`config.mk`:
```
export PLATFORM = sky130hd
export DESIGN_NAME = scpd_parser
export DESIGN_NICKNAME = d
export VERILOG_FILES = /design/src/rtl/scpd_pkg.sv /design/src/rtl/scpd_parser.sv
export SDC_FILE = /design/constraint.sdc
export NUM_CORES = 1
export LEC_CHECK = 0
export BUFFER_PORTS_ARGS = -buffer_cell sky130_fd_sc_hd__buf_4
export CORE_MARGIN = 5
export CORE_UTILIZATION = 45
export CTS_CLUSTER_SIZE = 14
export DETAILED_ROUTE_END_ITERATION = 7
export PLACE_DENSITY_LB_ADDON = 0.1
export SETUP_SLACK_MARGIN = 0.02
export SYNTH_ARGS = -nofsm -noshare
export SYNTH_HDL_FRONTEND = slang
export SYNTH_SLANG_ARGS = --single-unit
```
`constraint.sdc`:
```
create_clock -name clk -period 4.75 [get_ports clk]
set_clock_uncertainty 0.15 [all_clocks]
set_input_delay 0.475 -clock clk [delete_from_list [all_inputs] [get_ports clk]]
set_output_delay 0.475 -clock clk [all_outputs]
set_load 0.01 [all_outputs]
```
`src/rtl/scpd_pkg.sv`:
```
// shared types and constants for the sprite column post decoder
`default_nettype none

package scpd_pkg;

	// table geometry
	localparam int ENTRIES      = 256;
	localparam int LIGHT_LEVELS = 34;
	localparam int PALETTES     = 14;
	localparam int CMAP_DEPTH   = LIGHT_LEVELS * ENTRIES;
	localparam int PAL_DEPTH    = PALETTES * ENTRIES;
	localparam int LIGHT_W      = $clog2(LIGHT_LEVELS);
	localparam int PAL_W        = $clog2(PALETTES);

	// input kind codes
	localparam logic [1:0] KIND_CMAP_LOAD = 2'd0;
	localparam logic [1:0] KIND_PAL_LOAD  = 2'd1;
	localparam logic [1:0] KIND_COLUMN    = 2'd2;

	// top-row byte that ends a column
	localparam logic [7:0] END_MARK = 8'hFF;

	// configuration register indexes
	localparam logic [1:0] CFG_LIGHT_LEVEL    = 2'd0;
	localparam logic [1:0] CFG_PALETTE_SELECT = 2'd1;
	localparam logic [1:0] CFG_SPRITE_HEIGHT  = 2'd2;
	localparam logic [1:0] CFG_SPRITE_WIDTH   = 2'd3;

	// operation carried down the pipeline
	typedef enum logic [1:0] {
		OP_CMAP_LOAD,
		OP_PAL_LOAD,
		OP_PIXEL,
		OP_END
	} op_code_t;

	typedef struct packed {
		op_code_t    code;
		logic [9:0]  x;
		logic [9:0]  y;
		logic [7:0]  pix;
		logic [5:0]  trow;
		logic [7:0]  tidx;
		logic [31:0] tval;
	} op_t;

	typedef struct packed {
		logic [5:0] light_level;
		logic [3:0] palette_select;
		logic [9:0] sprite_height;
		logic [9:0] sprite_width;
	} cfg_t;

endpackage

`default_nettype wire

```
`src/rtl/scpd_parser.sv`:
```
// post stream parser and first pipeline register
`default_nettype none

module scpd_parser (
	input  wire logic            clk,
	input  wire logic            arst_n,
	input  wire scpd_pkg::cfg_t  cfg,
	input  wire logic            in_valid,
	output logic                 in_ready,
	input  wire logic [1:0]      kind,
	input  wire logic [7:0]      column_byte,
	input  wire logic [9:0]      column_x,
	input  wire logic            first_of_column,
	input  wire logic [5:0]      table_row,
	input  wire logic [7:0]      table_index,
	input  wire logic [31:0]     table_value,
	input  wire logic            s1_ready,
	output logic                 v_s1,
	output scpd_pkg::op_t        op_s1
);
	import scpd_pkg::*;

	typedef enum logic [5:0] {
		PH_TOP      = 6'b000001,
		PH_LEN      = 6'b000010,
		PH_PAD_PRE  = 6'b000100,
		PH_PIX      = 6'b001000,
		PH_PAD_POST = 6'b010000,
		PH_DONE     = 6'b100000
	} phase_t;

	phase_t     phase_q, phase_cur, phase_d;
	logic [9:0] row_q, row_d;
	logic [7:0] left_q, left_d, left_dec;
	logic       accept;
	logic       op_vld;
	op_t        op;

	// stage one empties or moves on
	assign in_ready = !v_s1 || s1_ready;
	assign accept   = in_valid && in_ready;
	assign left_dec = left_q - 8'd1;

	// decode the item and step the post grammar
	always_comb begin
		phase_cur = first_of_column ? PH_TOP : phase_q;
		phase_d   = phase_q;
		row_d     = row_q;
		left_d    = left_q;
		op_vld    = 1'b0;
		op.code   = OP_PIXEL;
		op.x      = column_x;
		op.y      = row_q;
		op.pix    = column_byte;
		op.trow   = table_row;
		op.tidx   = table_index;
		op.tval   = table_value;
		if (kind == KIND_CMAP_LOAD) begin
			op.code = OP_CMAP_LOAD;
			op_vld  = (int'(table_row) < LIGHT_LEVELS);
		end else if (kind == KIND_PAL_LOAD) begin
			op.code = OP_PAL_LOAD;
			op_vld  = (int'(table_row) < PALETTES);
		end else if (kind == KIND_COLUMN && column_x < cfg.sprite_width) begin
			phase_d = phase_cur;
			unique case (phase_cur)
				PH_TOP: begin
					if (column_byte == END_MARK) begin
						phase_d = PH_DONE;
						op.code = OP_END;
						op.y    = '0;
						op_vld  = 1'b1;
					end else begin
						row_d   = {2'b00, column_byte};
						phase_d = PH_LEN;
					end
				end
				PH_LEN: begin
					left_d  = column_byte;
					phase_d = PH_PAD_PRE;
				end
				PH_PAD_PRE: begin
					phase_d = (left_q == 8'd0) ? PH_PAD_POST : PH_PIX;
				end
				PH_PIX: begin
					op_vld = (row_q < cfg.sprite_height);
					row_d  = row_q + 10'd1;
					left_d = left_dec;
					if (left_dec == 8'd0) begin
						phase_d = PH_PAD_POST;
					end
				end
				PH_PAD_POST: begin
					phase_d = PH_TOP;
				end
				PH_DONE: begin
					phase_d = PH_DONE;
				end
				default: begin
					phase_d = PH_TOP;
				end
			endcase
		end
	end

	// parser state
	always_ff @(posedge clk or negedge arst_n) begin
		if (!arst_n) begin
			phase_q <= PH_TOP;
			row_q   <= '0;
			left_q  <= '0;
		end else if (accept) begin
			phase_q <= phase_d;
			row_q   <= row_d;
			left_q  <= left_d;
		end
	end

	// stage one valid
	always_ff @(posedge clk or negedge arst_n) begin
		if (!arst_n) begin
			v_s1 <= 1'b0;
		end else if (in_ready) begin
			v_s1 <= accept && op_vld;
		end
	end

	// stage one payload
	always_ff @(posedge clk) begin
		if (accept) begin
			op_s1 <= op;
		end
	end

endmodule

`default_nettype wire

```
==> results.md, run 1 <==
* Cts bufs inserted at 9
* WL final at around 11000 µm
* Yosys cell types at 53
* PD cells at approximately 380 mW/mm²
* Vias in the first global route at 3303
* Area after DPL at approximately 0.0059 mm²
* Dpl ws at approximately 1.5 ns
* CTS tree: done
* GRT Overall Usage at a little under a fifth
* Area Growth Syn to Fin at 35.7%
* Yosys top cell by area: edfxtp_1
* Max incr delay on CP at about 0.63 ns
* CP Max Fanout at 21
* Most frequent cells after synthesis: 76 x edfxtp_1, 29 x nor2_1, 26 x inv_1, 24 x dfrtp_1, 22 x ha_1
* Global-route wire length before repair at ~17000 µm
* Routed vias at approximately 3400
* Worst R2R Setup Slack at approximately 1.9 ns
* Total Nets Final at approximately 640
* WP data required at slightly below 5 ns
* Worst-path cell chain: buf_4, inv_1, ha_1, a211oi_1, o211ai_1, a21oi_4, nand4_1, or3_1, a21oi_1
* GP Congestion at 0.760
* Synth warn at 0
* Share of layout cells above drive strength 1 at ~37%
* Top-count cell post-synth: edfxtp_1
* First-pass detailed-route iteration total at 4
* Fin crit share at between 60% and 70%
* Post-DRT Antenna Nets at 0
* Fin worst setup slack at approximately 1.9 ns
* Hold Crit Class: in -> reg
* Post-synthesis net count at about 470
* Share of the synthesized area in the top cell type at 50.9%
* CP top delay family: simple AND/OR/NAND/NOR gates
* Setup TNS Final at 0 ns
* Final setup viols at 0
* CTS max path bufs at 2
* Drt initial violations at 187
* CTS root buf: clkbuf_8
* Rows at 36
* Remaining DRCs at 0
* CP bufs+invs at 2
* DP Wirelength at around 8400 µm
* Wire length per cell at about 17 µm
* Critical Path End Type: register
* Prevailing post-synth register cell: edfxtp_1
* Worst-Skew Late Latency at about 0.36 ns
* Number of antenna repair diodes at 0
* Worst-path clk slew at approximately 0.10 ns
* CP max stage cell: nand4_1
* Initial antenna violation count at 0
* Core Box Area at 0.00973 mm²
* Hold Fails Final Rpt at 0
* Tmin final at approximately 2.9 ns
* Mapped Area at between 0.004 and 0.005 mm²
* Die width at 110 µm
* Hold WS at about 0.13 ns
* Rel. slew slack at ~32%
* Starting density of the core at 46.1%
* Fraction of registers with async set/reset at around a quarter
* GR Overflow Total at 0
* Leak pwr at 2.67 nW
* Status: complete, no violations
* Largest net degree at the start of global routing at 80
* Synth Register Bits at ~100
* Final core occ at between 60% and 70%
* Seq/Total Area, Yosys at ~65%
* Peak VDD IR at between 0.0002 and 0.00025 V
* Mapped Cells at about 350
* PortBufs at 168
* Arr. time, crit path at between 3 and 4 ns
* Startpoint types: input pin
* Final Slew Violations at 0
* Die Area at between 0.01 and 0.015 mm²
* Final Cell Area at between 0.006 and 0.007 mm²
* Top cells by area, synth: edfxtp_1 51%, dfrtp_1 13%, ha_1 6.1%
* Max-cap violations at 0
* EDFF count, synth at 76
* Synth Area per Inst at between 10 and 15 µm²
* Measured slew at the worst slew-check pin at 1.01 ns
* Setup CP Type: in -> reg
* I/O pin count at 179
* Vias per inst at around 5.1
* CTS sink count at 101
* Post-cts sizing count at 0
* Die height at around 110 µm
* Htree depth at 3
* RSZ-0062 raised after global routing: false
* Fillers at 801
* Fmax at 348 MHz
-- stage by stage --
step | total power [mW] | cells
after floorplan | 1.55 | 349
after global placement | 1.77 | 642
after detailed placement | 1.80 | 642
after CTS | 2.34 | 659
after global routing | 2.46 | 659
final | 2.32 | 659
-- cell usage in the layout, fill, tap and decap left out, types with 2 or more instances in the layout --
master / instances
nor2b_1: 3
nor2_1: 29
nand4_1: 7
a21o_1: 4
a211oi_1: 3
nand2b_1: 3
clkbuf_8: 9
and3_1: 6
buf_4: 170
dfrtp_1: 24
a41oi_1: 2
edfxtp_1: 76
nand2_1: 13
o21ai_0: 18
nor4b_1: 2
o211ai_1: 4
o22a_1: 3
ha_1: 22
or3_1: 4
a31oi_1: 7
o21ai_1: 5
nand3_1: 7
nor3_1: 6
clkbuf_1: 2
and2_1: 10
o31ai_1: 3
xnor2_1: 4
inv_1: 26
nor3b_1: 3
a21oi_1: 20
-- metal layers --
layer,part of all wire (%),track usage (%),up-vias
met5,0,0,-
li1,-,-,1629
met2,50,30.5,114
met1,39,22.3,1620
met4,1.5,7.66,0
met3,9.5,4.76,12
-- final timing paths --
path,from,end,cells after the start
hold / removal,table_index[2],op_s1[34]$_DFFE_PP_,1
setup reg to reg,phase_q[4]$_DFFE_PN0P_,row_q[8]$_DFFE_PN0P_,7
hold reg to reg,left_q[5]$_DFFE_PN0P_,left_q[5]$_DFFE_PN0P_,1
max in group asynchronous,arst_n,phase_q[0]$_DFFE_PN1P_,2
setup / recovery,cfg[7],row_q[8]$_DFFE_PN0P_,9
min in group asynchronous,arst_n,left_q[3]$_DFFE_PN0P_,2
-- logic make-up after synthesis --
logic type / count (synthesis) / synth area share, %
muxes: 2 / 0.474
and+or+nand+nor: 106 / 13.6
AOI/OAI and AO/OA: 77 / 10.9
adders and majority gates: 22 / 6.13
DFF: 101 / 64.8
xor gates and xnor gates: 5 / 0.976
buffers and inverters: 36 / 3.15
-- registers in the layout, indices dropped and copies added, names as in the netlist --
signal,count
op_s1,76
row_q,10
left_q,8
phase_q,6
v_s1,1
-- layout make-up --
type / count / area [µm²] / share of cell area, %
clock inverters: 5 / 60.1 / 0.986
repair buffers: 171 / 1290 / 21.1
well taps: 133 / 166 / 2.73
inverters: 26 / 97.6 / 1.60
multi-input cells: 212 / 1440 / 23.6
flip-flops and latches: 101 / 2910 / 47.8
clock buffers: 11 / 131 / 2.16
-- worst reg2reg max path, delay by kind of cell (launching register included) --
kind / cells / cell delay [ns]
AOI/OAI and AO/OA: 2 / 0.28
buffers and inverters: 1 / 0.24
DFF: 1 / 0.44
and+or+nand+nor: 4 / 1.66
-- what timing repair did --
| item | 4_1_cts | 5_1_grt |
|---|---|---|
| endpoints found under the hold margin | 24 | 0 |
| setup buffers | 0 | 0 |
| hold buffers | 1 | 0 |
-- report_power, final --
| group | internal [mW] | switching [mW] | total [mW] |
|---|---|---|---|
| Sequential | 1.10 | 0.127 | 1.23 |
| Combinational | 0.282 | 0.273 | 0.555 |
| Clock | 0.246 | 0.295 | 0.541 |
| Total | 1.63 | 0.694 | 2.32 |
Note: power is estimated with default switching activity, not from simulation.
==> inputs of run 2 (changes only) <==
--- a/config.mk
+++ b/config.mk
@@ -7,7 +7,7 @@
 export LEC_CHECK = 0
 export BUFFER_PORTS_ARGS = -buffer_cell sky130_fd_sc_hd__buf_4
 export CORE_MARGIN = 5
-export CORE_UTILIZATION = 45
+export CORE_UTILIZATION = 44
 export CTS_CLUSTER_SIZE = 14
 export DETAILED_ROUTE_END_ITERATION = 7
 export PLACE_DENSITY_LB_ADDON = 0.1
==> constraint.sdc (replaced) <==
create_clock -name clk -period 2.56 [get_ports clk]
set_clock_uncertainty 0.15 [all_clocks]
set_input_delay 0.256 -clock clk [delete_from_list [all_inputs] [get_ports clk]]
set_output_delay 0.256 -clock clk [all_outputs]
set_load 0.01 [all_outputs]
==> run 2 against run 1 <==
- critical path depth fell by 1
- largest power group unchanged
- combinational power rose by 110%
- non-clock buffer count rose by 72
- utilization rose by 6.5 points
- cell area rose by 12%
- power rose by 88%
- global-route usage rose by 1.9 points
- largest cell class unchanged
- count of clock-buffer cells in the layout fell by 1
- clock power rose by 68%
- wire length rose by 11%
==> results.md, run 2 (synthesis results as in run 1) <==
* Cts bufs inserted at 9
* Routed vias at between 3000 and 4000
* Leak pwr at between 2 and 3 nW
* Peak VDD IR at 0.000404 V
* Biggest register: op_s1
* CP max stage cell: dfrtp_1
* Worst-path cell chain: inv_2, ha_1, or3b_4, or3_4, xnor2_2, nor4b_2, a31oi_1, o31ai_1
* WL final at 12300 µm
* Worst R2R Setup Slack at 0.05 ns
* Final core occ at between 60 and 70%
* Status: complete, no violations
* Largest net degree at the start of global routing at 74
* Commonest cells after routing, fill and taps aside: 175 x buf_4, 76 x edfxtp_1, 66 x dlygate4sd3_1, 29 x nor2_1, 25 x inv_1
* DP Wirelength at approximately 8300 µm
* Initial antenna violation count at 0
* Fillers at a little over 700
* Drt initial violations at 260
* Tmin final at 2.51 ns
* Hold WS at 0.0203 ns
* Rows at 36
* R2r endpoint: phase_q[4]$_DFFE_PN0P_
* CTS tree: done
* Hold Crit Class: in -> reg
* Die width at roughly 110 µm
* Setup TNS Final at 0 ns
* Worst-path clk slew at around 0.1 ns
* Htree depth at 3
* Fin crit share at roughly 98%
* Commonest non-fill, non-tap cell in the layout: buf_4
* PortBufs at about 170
* Wire length per cell at between 15 and 20 µm
* Final setup viols at 0
* Max incr delay on CP at ~0.4 ns
* Total Nets Final at about 700
* Die Area at around 0.012 mm²
* Area after DPL at roughly 0.0059 mm²
* I/O pin count at roughly 180
* Arr. time, crit path at about 2.6 ns
* Global-route wire length before repair at 19800 µm
* CP top delay family: simple AND/OR/NAND/NOR gates
* Power, Total at about 4.4 mW
* Die height at 111 µm
* PD cells at 640 mW/mm²
* Measured slew at the worst slew-check pin at 0.423 ns
* Area Growth Syn to Fin at 51.9%
* Hold Path Depth at 3
* CTS sink count at 101
* RSZ-0062 raised after global routing: true
* Critical Path End Type: register
* Post-DRT Antenna Nets at 0
* GR Overflow Total at 0
* Setup CP Type: reg -> reg
* Core Box Area at around 0.0099 mm²
* R2r startpoint: left_q[1]$_DFFE_PN0P_
* Fmax at 399 MHz
* Worst-Skew Late Latency at about 0.36 ns
* GRT Overall Usage at between 20% and 30%
* Starting density of the core at about 45%
* Final Slew Violations at 0
* Final Cell Area at roughly 0.007 mm²
* Reg2Reg Depth at 8
* Biggest regs: op_s1 (76), row_q (10), left_q (8)
* GP Congestion at slightly below 0.8
* Hold Fails Final Rpt at 0
* Rel. slew slack at between 70% and 80%
* Share of layout cells above drive strength 1 at roughly a third
* Area occupied by multi-input gates at around 0.0015 mm²
* Hold Startpoint: in_valid
* Vias in the first global route at about 3800
* Number of flip-flops in the largest register at 76
* Vias per inst at roughly 5.1
* Sequential cell area at around 0.0029 mm²
* CP Max Fanout at 4
* First-pass detailed-route iteration total at 4
* CTS max path bufs at 2
* Number of antenna repair diodes at 0
* Hold endpoint: v_s1$_DFFE_PN0N_
* Startpoint types: register
* CP bufs+invs at 1
* CTS root buf: clkbuf_8
* Max-cap violations at 0
* WP data required at ~2.7 ns
* Remaining DRCs at 0
## run 2: cell types whose count changed in the layout (fill, tap and decap cells not counted), moves of 2 or more
| cell | change |
|---|---|
| o21ai_1 | +2 |
| o21ai_0 | -2 |
| buf_4 | +5 |
| dlygate4sd3_1 | +65 |
| clkinv_1 | +2 |
## run 2: repair_timing
action                                  CTS  global route
hold endpoints to repair                 90             0
gates resized for setup                   1             9
pin swaps                                 0             3
endpoints found under the setup margin    1            24
buffers inserted                          0             4
cloned                                    0             0
hold buffers                             66             0
## run 2: metal layers
| metal | global-route usage (%) | part of all wire, % | vias to the layer above |
|---|---|---|---|
| li1 | - | - | 1783 |
| met1 | 24.3 | 41 | 1760 |
| met2 | 34.1 | 49 | 140 |
| met3 | 5.84 | 7.8 | 20 |
| met4 | 7.14 | 2.1 | 0 |
| met5 | 0 | 0 | - |
## run 2: worst register-to-register path, stage by stage, from the launching register on
cell     delay (ns)
dfrtp_1        0.41
inv_2          0.09
ha_1           0.16
or3b_4         0.38
or3_4          0.36
xnor2_2        0.15
nor4b_2        0.36
a31oi_1        0.13
o31ai_1        0.21
## run 2: worst max path at each step
stage	cells past startpoint	from	slack (ns)	endpoint
after floorplan	7	v_s1$_DFFE_PN0N_	0.17	row_q[4]$_DFFE_PN0P_
after global placement	8	left_q[1]$_DFFE_PN0P_	0.12	phase_q[4]$_DFFE_PN0P_
after detailed placement	8	left_q[1]$_DFFE_PN0P_	-0.02	phase_q[4]$_DFFE_PN0P_
after CTS	10	column_x[8]	0.07	row_q[5]$_DFFE_PN0P_
after global routing	8	left_q[1]$_DFFE_PN0P_	0.003	phase_q[4]$_DFFE_PN0P_
final	8	left_q[1]$_DFFE_PN0P_	0.05	phase_q[4]$_DFFE_PN0P_
## run 2: layout make-up
type / count / share of cell area, %
flip-flops and latches: 101 / 42.7
multi-input cells: 212 / 21.6
clock buffers: 10 / 1.87
inverters: 26 / 1.43
repair buffers: 243 / 29.4
well taps: 133 / 2.44
clock inverters: 6 / 0.551
## run 2: power breakdown
group / leakage (nW) / internal (mW) / switching (mW)
Sequential: 1.05 / 2.04 / 0.237
Combinational: 1.85 / 0.623 / 0.555
Clock: 0.0821 / 0.354 / 0.553
Total: 2.98 / 3.02 / 1.35
## run 2: through the flow
step	worst slack, ns	cells
2_1_floorplan	0.173	349
6_report	0.0516	731
5_1_grt	0.00309	731
3_3_place_gp	0.125	645
4_1_cts	0.0674	727
3_5_place_dp	-0.0221	645
